==> config.mk <==
export PLATFORM = sky130hd
export DESIGN_NAME = robot_mode_supervisor
export DESIGN_NICKNAME = d
export VERILOG_FILES = /design/src/hw/rtl/rms_pkg.sv /design/src/hw/rtl/rms_leg_lane.sv /design/src/hw/rtl/rms_merge.sv /design/src/hw/rtl/rms_mode_ctrl.sv /design/src/hw/rtl/robot_mode_supervisor.sv
export SDC_FILE = /design/constraint.sdc
export NUM_CORES = 1
export LEC_CHECK = 0
export CORE_MARGIN = 8
export CORE_UTILIZATION = 45
export CTS_BUF_LIST = sky130_fd_sc_hd__clkbuf_8 sky130_fd_sc_hd__clkbuf_16
export DETAILED_ROUTE_END_ITERATION = 10
export DONT_BUFFER_PORTS = 1
export RECOVER_POWER = 100
export SKIP_CTS_REPAIR_TIMING = 1
export SLEW_MARGIN = 20
export SYNTH_ARGS = -nofsm -noshare
export SYNTH_HDL_FRONTEND = slang
export SYNTH_SLANG_ARGS = --single-unit
export TNS_END_PERCENT = 30
==> constraint.sdc <==
create_clock -name clk -period 20.3 [get_ports clk]
set_clock_uncertainty 0.1 [all_clocks]
set_input_delay 1.015 -clock clk [delete_from_list [all_inputs] [get_ports clk]]
set_output_delay 1.015 -clock clk [all_outputs]
set_load 0.005 [all_outputs]
==> src/hw/rtl/rms_pkg.sv <==
`timescale 1ns / 1ps
// ----------------------------------------------------------------------------
// rms_pkg - shared types and constants of the robot mode supervisor
// Mode codes, register indexes, field widths and the result bundle handed
// from the mode controller to the top level.
// ----------------------------------------------------------------------------
package rms_pkg;

  // Field widths fixed by the interface
  localparam int MODE_W    = 3;
  localparam int LEG_W     = 48;
  localparam int MAX_LEGS  = 4;
  localparam int THR_W     = 16;
  localparam int LIMIT_W   = 5;
  localparam int CNT_W     = 5;
  localparam int CFG_IDX_W = 1;
  localparam int CFG_W     = 16;

  // Defaults for the top-level parameters
  localparam int NUM_LEGS_DEF   = 4;
  localparam int JOINTS_DEF     = 3;
  localparam int SPEED_BITS_DEF = 16;

  // Overspeed counter saturation point
  localparam int             COUNT_MAX_INT = 31;
  localparam logic [CNT_W-1:0] COUNT_MAX   = 5'd31;

  // Register reset values
  localparam logic signed [THR_W-1:0] THR_RESET   = 16'sd2560;
  localparam logic [LIMIT_W-1:0]      LIMIT_RESET = 5'd10;

  // Register indexes on the configuration port
  localparam logic [CFG_IDX_W-1:0] CFG_THRESHOLD = 1'b0;
  localparam logic [CFG_IDX_W-1:0] CFG_LIMIT     = 1'b1;

  // Write-back value when no rewrite is requested
  localparam logic [MODE_W-1:0] OVR_NONE = 3'd0;

  typedef enum logic [MODE_W-1:0] {
    MODE_PASSIVE = 3'd0,
    MODE_STAND   = 3'd1,
    MODE_SIT     = 3'd2,
    MODE_DAMPING = 3'd3,
    MODE_WALK    = 3'd4,
    MODE_WALK2   = 3'd5,
    MODE_USER    = 3'd6
  } mode_t;

  // Per-tick outcome of the mode controller
  typedef struct packed {
    logic [MODE_W-1:0] active;
    logic [MODE_W-1:0] pending;
    logic              ovr_valid;
    logic [MODE_W-1:0] ovr_mode;
    logic              fold;
    logic              exited;
  } mode_res_t;

endpackage

==> src/hw/rtl/rms_leg_lane.sv <==
`timescale 1ns / 1ps
// ----------------------------------------------------------------------------
// rms_leg_lane - overspeed detector for one leg
// Compares every joint speed of the leg against the danger threshold and
// counts the joints that run strictly above it.
// ----------------------------------------------------------------------------
module rms_leg_lane #(
  parameter int JOINTS     = rms_pkg::JOINTS_DEF,
  parameter int SPEED_BITS = rms_pkg::SPEED_BITS_DEF,
  localparam int HIT_W     = $clog2(JOINTS + 1)
) (
  input  logic [rms_pkg::LEG_W-1:0]        speeds,
  input  logic signed [rms_pkg::THR_W-1:0] threshold,
  output logic [HIT_W-1:0]                 hits
);

  logic signed [SPEED_BITS-1:0]     joint_raw [JOINTS];
  logic signed [rms_pkg::THR_W-1:0] joint_ext [JOINTS];

  // Slice and sign-extend each joint speed
  always_comb begin
    for (int j = 0; j < JOINTS; j++) begin
      joint_raw[j] = $signed(speeds[j*SPEED_BITS +: SPEED_BITS]);
      joint_ext[j] = rms_pkg::THR_W'(joint_raw[j]);
    end
  end

  // Count joints above the threshold
  always_comb begin
    hits = '0;
    for (int j = 0; j < JOINTS; j++) begin
      if (joint_ext[j] > threshold) begin
        hits = hits + HIT_W'(1);
      end
    end
  end

endmodule

==> src/hw/rtl/rms_merge.sv <==
`timescale 1ns / 1ps
// ----------------------------------------------------------------------------
// rms_merge - overspeed counter
// Sums the hit counts of all leg lanes into the saturating overspeed counter
// and raises the trip when the count exceeds the limit; a trip clears it.
// ----------------------------------------------------------------------------
module rms_merge #(
  parameter int NUM_LEGS = rms_pkg::NUM_LEGS_DEF,
  parameter int JOINTS   = rms_pkg::JOINTS_DEF,
  localparam int HIT_W   = $clog2(JOINTS + 1),
  localparam int TOT_W   = $clog2(NUM_LEGS * JOINTS + 1),
  localparam int SUM_W   = $clog2(rms_pkg::COUNT_MAX_INT + NUM_LEGS * JOINTS + 1)
) (
  input  logic                             clk,
  input  logic                             rst,
  input  logic                             adv,
  input  logic [rms_pkg::LIMIT_W-1:0]      limit,
  input  logic [NUM_LEGS-1:0][HIT_W-1:0]   hits,
  output logic                             trip
);

  logic [rms_pkg::CNT_W-1:0] count;
  logic [rms_pkg::CNT_W-1:0] count_next;
  logic [rms_pkg::CNT_W-1:0] count_sat;
  logic [TOT_W-1:0]          total;
  logic [SUM_W-1:0]          sum;

  // Combine the lane results
  always_comb begin
    total = '0;
    for (int l = 0; l < NUM_LEGS; l++) begin
      total = total + TOT_W'(hits[l]);
    end
  end

  // Saturate, compare against the limit, clear on trip
  always_comb begin
    sum        = SUM_W'(count) + SUM_W'(total);
    count_sat  = (sum > SUM_W'(rms_pkg::COUNT_MAX)) ? rms_pkg::COUNT_MAX
                                                    : sum[rms_pkg::CNT_W-1:0];
    trip       = (count_sat > limit);
    count_next = trip ? '0 : count_sat;
  end

  // Advance the counter once per accepted beat
  always_ff @(posedge clk) begin
    if (rst) begin
      count <= '0;
    end else if (adv) begin
      count <= count_next;
    end
  end

endmodule

==> src/hw/rtl/rms_mode_ctrl.sv <==
`timescale 1ns / 1ps
// ----------------------------------------------------------------------------
// rms_mode_ctrl - mode transition controller
// Holds the active and pending modes and the stand fold flag, checks the
// command against the allowed transitions, applies a forced damping request
// and performs the switch once the active mode is not busy and entry is allowed.
// ----------------------------------------------------------------------------
module rms_mode_ctrl (
  input  logic                              clk,
  input  logic                              rst,
  input  logic                              adv,
  input  logic [rms_pkg::MODE_W-1:0]        cmd,
  input  logic                              busy,
  input  logic                              entry_ok,
  input  logic                              trip,
  output rms_pkg::mode_res_t                res
);

  rms_pkg::mode_t active;
  rms_pkg::mode_t active_next;
  rms_pkg::mode_t pending;
  rms_pkg::mode_t pending_next;
  logic           fold;
  logic           fold_next;

  rms_pkg::mode_t target;
  rms_pkg::mode_t pend_req;
  rms_pkg::mode_t pend_trip;
  logic           take;
  logic           rewrite;
  logic           exited;

  // Hold the mode registers
  always_ff @(posedge clk) begin
    if (rst) begin
      active  <= rms_pkg::MODE_PASSIVE;
      pending <= rms_pkg::MODE_PASSIVE;
      fold    <= 1'b0;
    end else if (adv) begin
      active  <= active_next;
      pending <= pending_next;
      fold    <= fold_next;
    end
  end

  // Decide on the command, then apply trip and switch
  always_comb begin
    target    = rms_pkg::MODE_PASSIVE;
    take      = 1'b0;
    rewrite   = 1'b0;
    fold_next = fold;

    if (pending == active) begin
      unique case (active)
        rms_pkg::MODE_PASSIVE: begin
          if (cmd == rms_pkg::MODE_STAND) begin
            fold_next = 1'b1;
            target    = rms_pkg::MODE_STAND;
            take      = 1'b1;
          end else if (cmd == rms_pkg::MODE_USER) begin
            target = rms_pkg::MODE_USER;
            take   = 1'b1;
          end else begin
            rewrite = 1'b1;
          end
        end
        rms_pkg::MODE_STAND: begin
          if (!busy) begin
            if (cmd == rms_pkg::MODE_SIT || cmd == rms_pkg::MODE_DAMPING ||
                cmd == rms_pkg::MODE_WALK || cmd == rms_pkg::MODE_WALK2) begin
              target = rms_pkg::mode_t'(cmd);
              take   = 1'b1;
            end else begin
              rewrite = 1'b1;
            end
          end
        end
        rms_pkg::MODE_SIT, rms_pkg::MODE_DAMPING: begin
          if (!busy) begin
            if (cmd == rms_pkg::MODE_STAND) begin
              fold_next = 1'b1;
              target    = rms_pkg::MODE_STAND;
              take      = 1'b1;
            end else if (cmd == rms_pkg::MODE_PASSIVE) begin
              target = rms_pkg::MODE_PASSIVE;
              take   = 1'b1;
            end else begin
              rewrite = 1'b1;
            end
          end
        end
        rms_pkg::MODE_WALK, rms_pkg::MODE_WALK2: begin
          if (!busy) begin
            if (cmd == rms_pkg::MODE_STAND) begin
              fold_next = 1'b0;
              target    = rms_pkg::MODE_STAND;
              take      = 1'b1;
            end else if (cmd == rms_pkg::MODE_DAMPING) begin
              target = rms_pkg::MODE_DAMPING;
              take   = 1'b1;
            end else begin
              rewrite = 1'b1;
            end
          end
        end
        rms_pkg::MODE_USER: begin
          // User interface mode ignores anything but damping, no rewrite
          if (!busy && cmd == rms_pkg::MODE_DAMPING) begin
            target = rms_pkg::MODE_DAMPING;
            take   = 1'b1;
          end
        end
        default: begin
          take    = 1'b0;
          rewrite = 1'b0;
        end
      endcase
    end

    pend_req  = take ? target : pending;
    pend_trip = trip ? rms_pkg::MODE_DAMPING : pend_req;

    // Switch when a change is pending, the active mode is free and entry is allowed
    exited       = (pend_trip != active) && !busy;
    active_next  = (exited && entry_ok) ? pend_trip : active;
    pending_next = (exited && !entry_ok) ? active : pend_trip;

    res.active    = active_next;
    res.pending   = pending_next;
    res.ovr_valid = rewrite;
    res.ovr_mode  = rewrite ? active : rms_pkg::OVR_NONE;
    res.fold      = fold_next;
    res.exited    = exited;
  end

endmodule

==> src/hw/rtl/robot_mode_supervisor.sv <==
`timescale 1ns / 1ps
// ----------------------------------------------------------------------------
// robot_mode_supervisor - per-tick mode supervisor for a legged robot
// The result of a tick is registered at the edge that accepts it and shown on
// the output from the next cycle. One tick is accepted per cycle while the
// output register is free or being drained; the leg lanes, counter merge and
// mode table are combinational and the output register decouples the two
// sides. Reset puts the robot in passive mode, clears the overspeed counter
// and fold flag, and loads the default threshold and limit.
// ----------------------------------------------------------------------------
module robot_mode_supervisor #(
  parameter int NUM_LEGS       = rms_pkg::NUM_LEGS_DEF,
  parameter int JOINTS_PER_LEG = rms_pkg::JOINTS_DEF,
  parameter int SPEED_BITS     = rms_pkg::SPEED_BITS_DEF
) (
  input  logic                              clk,
  input  logic                              rst,

  input  logic                              cfg_we,
  input  logic [rms_pkg::CFG_IDX_W-1:0]     cfg_index,
  input  logic [rms_pkg::CFG_W-1:0]         cfg_data,

  input  logic                              in_valid,
  output logic                              in_stall,
  input  logic [rms_pkg::MODE_W-1:0]        commanded_mode,
  input  logic                              current_busy,
  input  logic                              entry_ok,
  input  logic [rms_pkg::LEG_W-1:0]         leg0_speeds,
  input  logic [rms_pkg::LEG_W-1:0]         leg1_speeds,
  input  logic [rms_pkg::LEG_W-1:0]         leg2_speeds,
  input  logic [rms_pkg::LEG_W-1:0]         leg3_speeds,

  output logic                              out_valid,
  input  logic                              out_stall,
  output logic [rms_pkg::MODE_W-1:0]        active_mode,
  output logic [rms_pkg::MODE_W-1:0]        pending_mode,
  output logic                              override_valid,
  output logic [rms_pkg::MODE_W-1:0]        override_mode,
  output logic                              stand_fold,
  output logic                              danger_trip,
  output logic                              mode_exited
);

  localparam int HIT_W = $clog2(JOINTS_PER_LEG + 1);

  logic signed [rms_pkg::THR_W-1:0]       threshold;
  logic [rms_pkg::LIMIT_W-1:0]            limit;
  logic                                   adv;
  logic [rms_pkg::MAX_LEGS-1:0][rms_pkg::LEG_W-1:0] leg_words;
  logic [NUM_LEGS-1:0][HIT_W-1:0]         hits;
  logic                                   trip;
  rms_pkg::mode_res_t                     res;

  // Accept a beat whenever the output register is free or being drained
  assign in_stall = out_valid && out_stall;
  assign adv      = in_valid && !in_stall;

  // Configuration registers
  always_ff @(posedge clk) begin
    if (rst) begin
      threshold <= rms_pkg::THR_RESET;
      limit     <= rms_pkg::LIMIT_RESET;
    end else if (cfg_we) begin
      unique case (cfg_index)
        rms_pkg::CFG_THRESHOLD: threshold <= $signed(cfg_data[rms_pkg::THR_W-1:0]);
        rms_pkg::CFG_LIMIT:     limit     <= cfg_data[rms_pkg::LIMIT_W-1:0];
        default: begin
          threshold <= threshold;
        end
      endcase
    end
  end

  // Leg lanes, one per leg
  assign leg_words = {leg3_speeds, leg2_speeds, leg1_speeds, leg0_speeds};

  for (genvar l = 0; l < NUM_LEGS; l++) begin : g_lane
    rms_leg_lane #(
      .JOINTS     (JOINTS_PER_LEG),
      .SPEED_BITS (SPEED_BITS)
    ) u_lane (
      .speeds    (leg_words[l]),
      .threshold (threshold),
      .hits      (hits[l])
    );
  end

  // Merge lane hits into the overspeed counter
  rms_merge #(
    .NUM_LEGS (NUM_LEGS),
    .JOINTS   (JOINTS_PER_LEG)
  ) u_merge (
    .clk   (clk),
    .rst   (rst),
    .adv   (adv),
    .limit (limit),
    .hits  (hits),
    .trip  (trip)
  );

  // Mode transitions
  rms_mode_ctrl u_mode (
    .clk      (clk),
    .rst      (rst),
    .adv      (adv),
    .cmd      (commanded_mode),
    .busy     (current_busy),
    .entry_ok (entry_ok),
    .trip     (trip),
    .res      (res)
  );

  // Output register: load on accept, drop when taken
  always_ff @(posedge clk) begin
    if (rst) begin
      out_valid <= 1'b0;
    end else if (adv) begin
      out_valid <= 1'b1;
    end else if (!out_stall) begin
      out_valid <= 1'b0;
    end
  end

  always_ff @(posedge clk) begin
    if (adv) begin
      active_mode    <= res.active;
      pending_mode   <= res.pending;
      override_valid <= res.ovr_valid;
      override_mode  <= res.ovr_mode;
      stand_fold     <= res.fold;
      danger_trip    <= trip;
      mode_exited    <= res.exited;
    end
  end

`ifndef SYNTH
  // A completed switch attempt leaves nothing pending
  a_exit_settles: assert property (@(posedge clk) disable iff (rst)
    out_valid && mode_exited |-> pending_mode == active_mode)
    else $error("pending mode left open after a switch attempt");

  // A rewritten command never comes with a switch unless damping was forced
  a_rewrite_no_exit: assert property (@(posedge clk) disable iff (rst)
    out_valid && override_valid && !danger_trip |-> !mode_exited)
    else $error("switch reported together with a rejected command");

  // Write-back value is zero when no rewrite is asked
  a_ovr_idle: assert property (@(posedge clk) disable iff (rst)
    out_valid && !override_valid |-> override_mode == rms_pkg::OVR_NONE)
    else $error("override mode set without override valid");

  // An empty output register never holds off the input
  a_no_idle_stall: assert property (@(posedge clk) disable iff (rst)
    !out_valid |-> !in_stall)
    else $error("input stalled while output register is empty");
`endif

endmodule
Word level (Yosys, flattened, before mapping). Cells that the tools add are included.

Add/subtract/negate cells: 12. Magnitude comparators: 14. Equal/unequal tests: 15. Muxes and demuxes: 63. Bitwise operators: 1. Reduce and logical (&&, ||, !) cells: 18.

Operators by type and width (number): greater-than comparator 16 bit (12); 2-to-1 mux 3 bit (12); 2-to-1 mux 1 bit (35); 2-to-1 mux 2 bit (10); equality test 3 bit (second input constant) (6); case mux 3 bit (5 select lines) (1); equality test 3 x 2 -> 1 bit (second input constant) (4); 2-to-1 mux 5 bit (2); adder 1 x 1 -> 2 bit (second input constant) (4); adder 2 x 1 -> 2 bit (second input constant) (4); adder 4 x 2 -> 4 bit (2); adder 5 x 4 -> 6 bit (1); equality test 3 x 1 -> 1 bit (second input constant) (2); greater-than comparator 6 x 5 -> 1 bit (second input constant) (1); logical AND 1 bit (6); logical NOT 3 bit (2); greater-than comparator 5 bit (1); case mux 1 bit (5 select lines) (1); case mux 1 bit (4 select lines) (1); AND reduction 2 bit (2); OR reduction 2 bit (2); adder 2 x 2 -> 3 bit (1); equality test 3 bit (1); logical NOT 1 bit (3); other kinds (5) (7).

Register bits: 47. Output and inout port bits: 15.

Depth between registers and ports, before layout.
Depth after elaboration: 18. Gate-level depth with buffers: 33. Mapped depth without buffers: 33.

Cells and area by module. A second synthesis with hierarchy kept.

Cell total of the unflattened synthesis: 966. Area, all modules: 8242.9 µm².

By module, submodules not included: rms_leg_lane (instances 4, cells an instance 159, area each 1283.7 µm², seq. area each 0.0 µm²); robot_mode_supervisor (instances 1, cells an instance 107, area each 1388.8 µm², seq. area each 830.8 µm²); rms_mode_ctrl (instances 1, cells an instance 142, area each 1006.0 µm², seq. area each 140.1 µm²); rms_merge (instances 1, cells an instance 81, area each 713.2 µm², seq. area each 100.1 µm²).

Worst setup path after synthesis. No wires, ideal clock.

Path kind: input-to-reg. From: input leg1_speeds[1] (netlist bit). To: register mode_exited, data pin. Setup time: 263 ps. Data arrival time: 7077 ps. Path slack: 12860 ps. Stages: 29. Path through: ha_1 -> nor2b_1 -> o21a_1 -> o21a_1 -> o21ai_0 -> a211oi_1 -> a211o_1 -> mux2i_1 -> nor2_1 -> ha_1 -> xor2_1 -> ha_1 -> fa_1 -> fa_1 -> ha_1 -> fa_1 -> ha_1 -> a21oi_1 -> nor2b_1 -> o21ai_0 -> nand2b_1 -> ha_1 -> nor2b_1 -> o31ai_1 -> a21oi_2 -> a2111oi_0 -> mux2_4 -> xnor2_1 -> a31oi_1.

RTL lines: start, declared (RTL line robot_mode_supervisor.sv:29) `input logic [rms_pkg::LEG_W-1:0] leg1_speeds,`; end signal, assigned (RTL line robot_mode_supervisor.sv:132) `mode_exited <= res.exited;`; end, declared (RTL line robot_mode_supervisor.sv:41) `output logic mode_exited`.

==> summary.md <==
| Metric | Value |
|---|---|
| Routed Wire Length | `23740 um` |
| Drt first pass iters | `5` |
| CP peak stage delay | `between 500 and 600 ps` |
| Fmax | `124.7 MHz` |
| DRC viols | `0` |
| WP data required | `approximately 20000 ps` |
| Initial drt markers | `254` |
| Sequential area share after synthesis | `15.07%` |
| Core ar. | `15660 sq um` |
| Setup repair after global routing missed its margin | `false` |
| Max Slew Vio Count | `0` |
| Sequential standard cell area | `1071 sq um` |
| Die Span Y | `141.7 um` |
| Tightest hold margin | `347.3 ps` |
| Synth Register Bits | `47` |
| Vias/cell | `6.103` |
| Worst-path clk slew | `60 ps` |
| DR WL/cell | `22.52 um` |
| # diodes | `0` |
| Crit path time final | `8019 ps` |
| Die area | `~20000 sq um` |
| EDFF count, synth | `13` |
| Hold Vio Cnt, Final | `0` |
| Die Width | `141.7 um` |
| MaxCap Viol Count | `0` |
| Worst-case vdd ir drop | `0.00008838 V` |
| DPL Wire Length | `around 20000 um` |
| CTS tree | `built` |
| Hold_sp | `threshold[14]` |
| Layout cells sized above 1 | `between 2 and 3%` |
| Total global routing overflow | `0` |
| Leakage Power | `3.377 nW` |
| Syn. warnings | `0` |
| Htree depth | `2` |
| First-pass GRT wire length | `about 36000 um` |
| CP startpoint | `threshold[1]` |
| Final ANT Viol Nets | `0` |
| Worst Hold Class | `flip-flop to flip-flop` |
| Clk_lat worst skew | `280 ps` |
| Synthesis-to-layout area growth | `5.177%` |
| Bufs on Longest Clock Path | `2` |
| Cell variety after synth | `62` |
| Post-Route Utilization | `47.74%` |
| Post-DP Area | `~7400 sq um` |
| CP Class | `flip-flop to flip-flop` |
| Fillers | `1582` |
| Largest net degree at the start of global routing | `35` |
| Multi-input logic area | `5781 sq um` |
| Row count | `46` |
| Outcome | `completed` |
| Worst Path Arrival | `8130 ps` |
| Root Buffer | `clkbuf_16` |
| Io pins | `234` |
| GR Util All Layers | `22.92%` |
| Most used cell, CP | `ha_1` |
| Synth Flop Type | `dfxtp_1` |
| Syn avg cell area | `8.489 sq um` |
| Inserted Clock Buffers | `5` |
| Slew margin rel. | `approximately 22%` |
| Ys async rst share | `0%` |
| DR vias | `6433` |
| Final setup viols | `0` |
| PD cells | `72.25 nW/um^2` |
| Critical Path Sink Type | `flip-flop` |
| Final nets | `1275` |
| Biggest area consumer among synthesized cells | `ha_1` |
| CP Launch Type | `flip-flop` |
| Post-Syn Area | `just over 7000 sq um` |
| Number of clock sinks | `47` |
| Initial antenna violation count | `0` |
| Post-route cell area | `~7500 sq um` |
| Tcrit/Tclk final | `around 40%` |
| Final Wtd Congestion | `~0.94` |
| Post-Syn Nets | `1275` |
| Max FO, Critical Path | `12` |
| I/O Buffers | `0` |
| Slew @ Worst Pin | `1173 ps` |
| Top post-synthesis cells by area | `ha_1, dfxtp_1, edfxtp_1, a21oi_1, nand2_1` |
| Synth top area share | `37.68%` |
| Vias in the first global route | `~6600` |
| Mapped Cells | `837` |
| Worst reg2reg path startpoint | `threshold[1]` |
| Initial cell density of the core | `45.39%` |
| Crit-path slowest cell | `inv_1` |
| Setup TNS | `0 ps` |
[cell type report]
type,count,area share [%]
tap,216,3.616
multi-input combinational,731,77.35
sequential,47,14.33
timing repair buffer,5,0.5023
clock buffer,5,1.674
inverter,47,2.361
clock inverter,3,0.1674
[cell usage in the layout (no fill, tap or decap), drive strengths merged, types with 22 or more instances in the layout]
cell and n:
inv 49, dfxtp 34, nor2b 22, a21o 27, o21ai 38, nand4 39, a21oi 74, nor2 58
o21a 31, nand2 73, ha 214
[logic make-up (layout without fill, tap and decap cells)]
logic type	count (synthesis)	count (layout)	synth area share, %
and+or+nand+nor	260	260	18.49
AOI/OAI and AO/OA	231	231	21.06
adders and majority gates	219	219	39.09
muxes	13	13	1.990
DFF	47	47	15.07
buffers and inverters	59	60	3.311
xor gates and xnor gates	8	8	0.9861
[critical path, delay by kind of cell (launching register included)]
kind                       cells  cell delay, ps
adders and majority gates      9            3240
xor gates and xnor gates       1             170
AOI/OAI and AO/OA             14            2560
muxes                          2             610
and+or+nand+nor                4             380
DFF                            1             310
buffers and inverters          1             570
[worst paths after layout]
path | end | slack [ps] | depth (start not counted)
max | u_mode.pending[1] | 12280 | 31
min | threshold[14] | 350 | 2
max reg2reg | u_mode.pending[1] | 12280 | 31
min reg2reg | threshold[14] | 350 | 2
[Yosys cell counts, drive strengths merged (12+ instances only)]
master	n
a211oi	14
a21o	27
a21oi	74
dfxtp	34
edfxtp	13
ha	214
inv	47
nand2	73
nand2b	12
nand4	39
nor2	58
nor2b	22
nor3	15
o21a	31
o21ai	38
[metal layers]
| metal | vias up | share of wire, % | track usage (%) |
|---|---|---|---|
| met3 | 65 | 10 | 7.863 |
| met4 | 0 | 4.5 | 10.68 |
| li1 | 3158 | - | - |
| met1 | 2950 | 38 | 24.88 |
| met5 | - | 0 | 0 |
| met2 | 260 | 47 | 39.48 |
[power breakdown]
| group | internal (mW) | switching, mW |
|---|---|---|
| logic | 0.140 | 0.188 |
| registers | 0.120 | 0.0142 |
| clock network | 0.0445 | 0.0324 |
| total | 0.305 | 0.235 |
[state kept, by name, indices dropped and copies added (netlist names)]
register	count
danger_trip	1
u_merge.count	5
u_mode.active	3
override_valid	1
active_mode	3
stand_fold	1
u_mode.pending	3
out_valid	1
u_mode.fold	1
override_mode	3
limit	5
pending_mode	3
threshold	16
mode_exited	1
[stage by stage]
step / setup slack [ps] / total power [mW] / cells
3_3_place_gp: 12450 / 0.4578 / 1046
2_1_floorplan: 12860 / 0.3970 / 837
3_5_place_dp: 12300 / 0.4735 / 1046
5_1_grt: 11580 / 0.6008 / 1054
6_report: 12280 / 0.5399 / 1054
4_1_cts: 12320 / 0.5535 / 1054
Note: power is estimated with default switching activity, not from simulation.
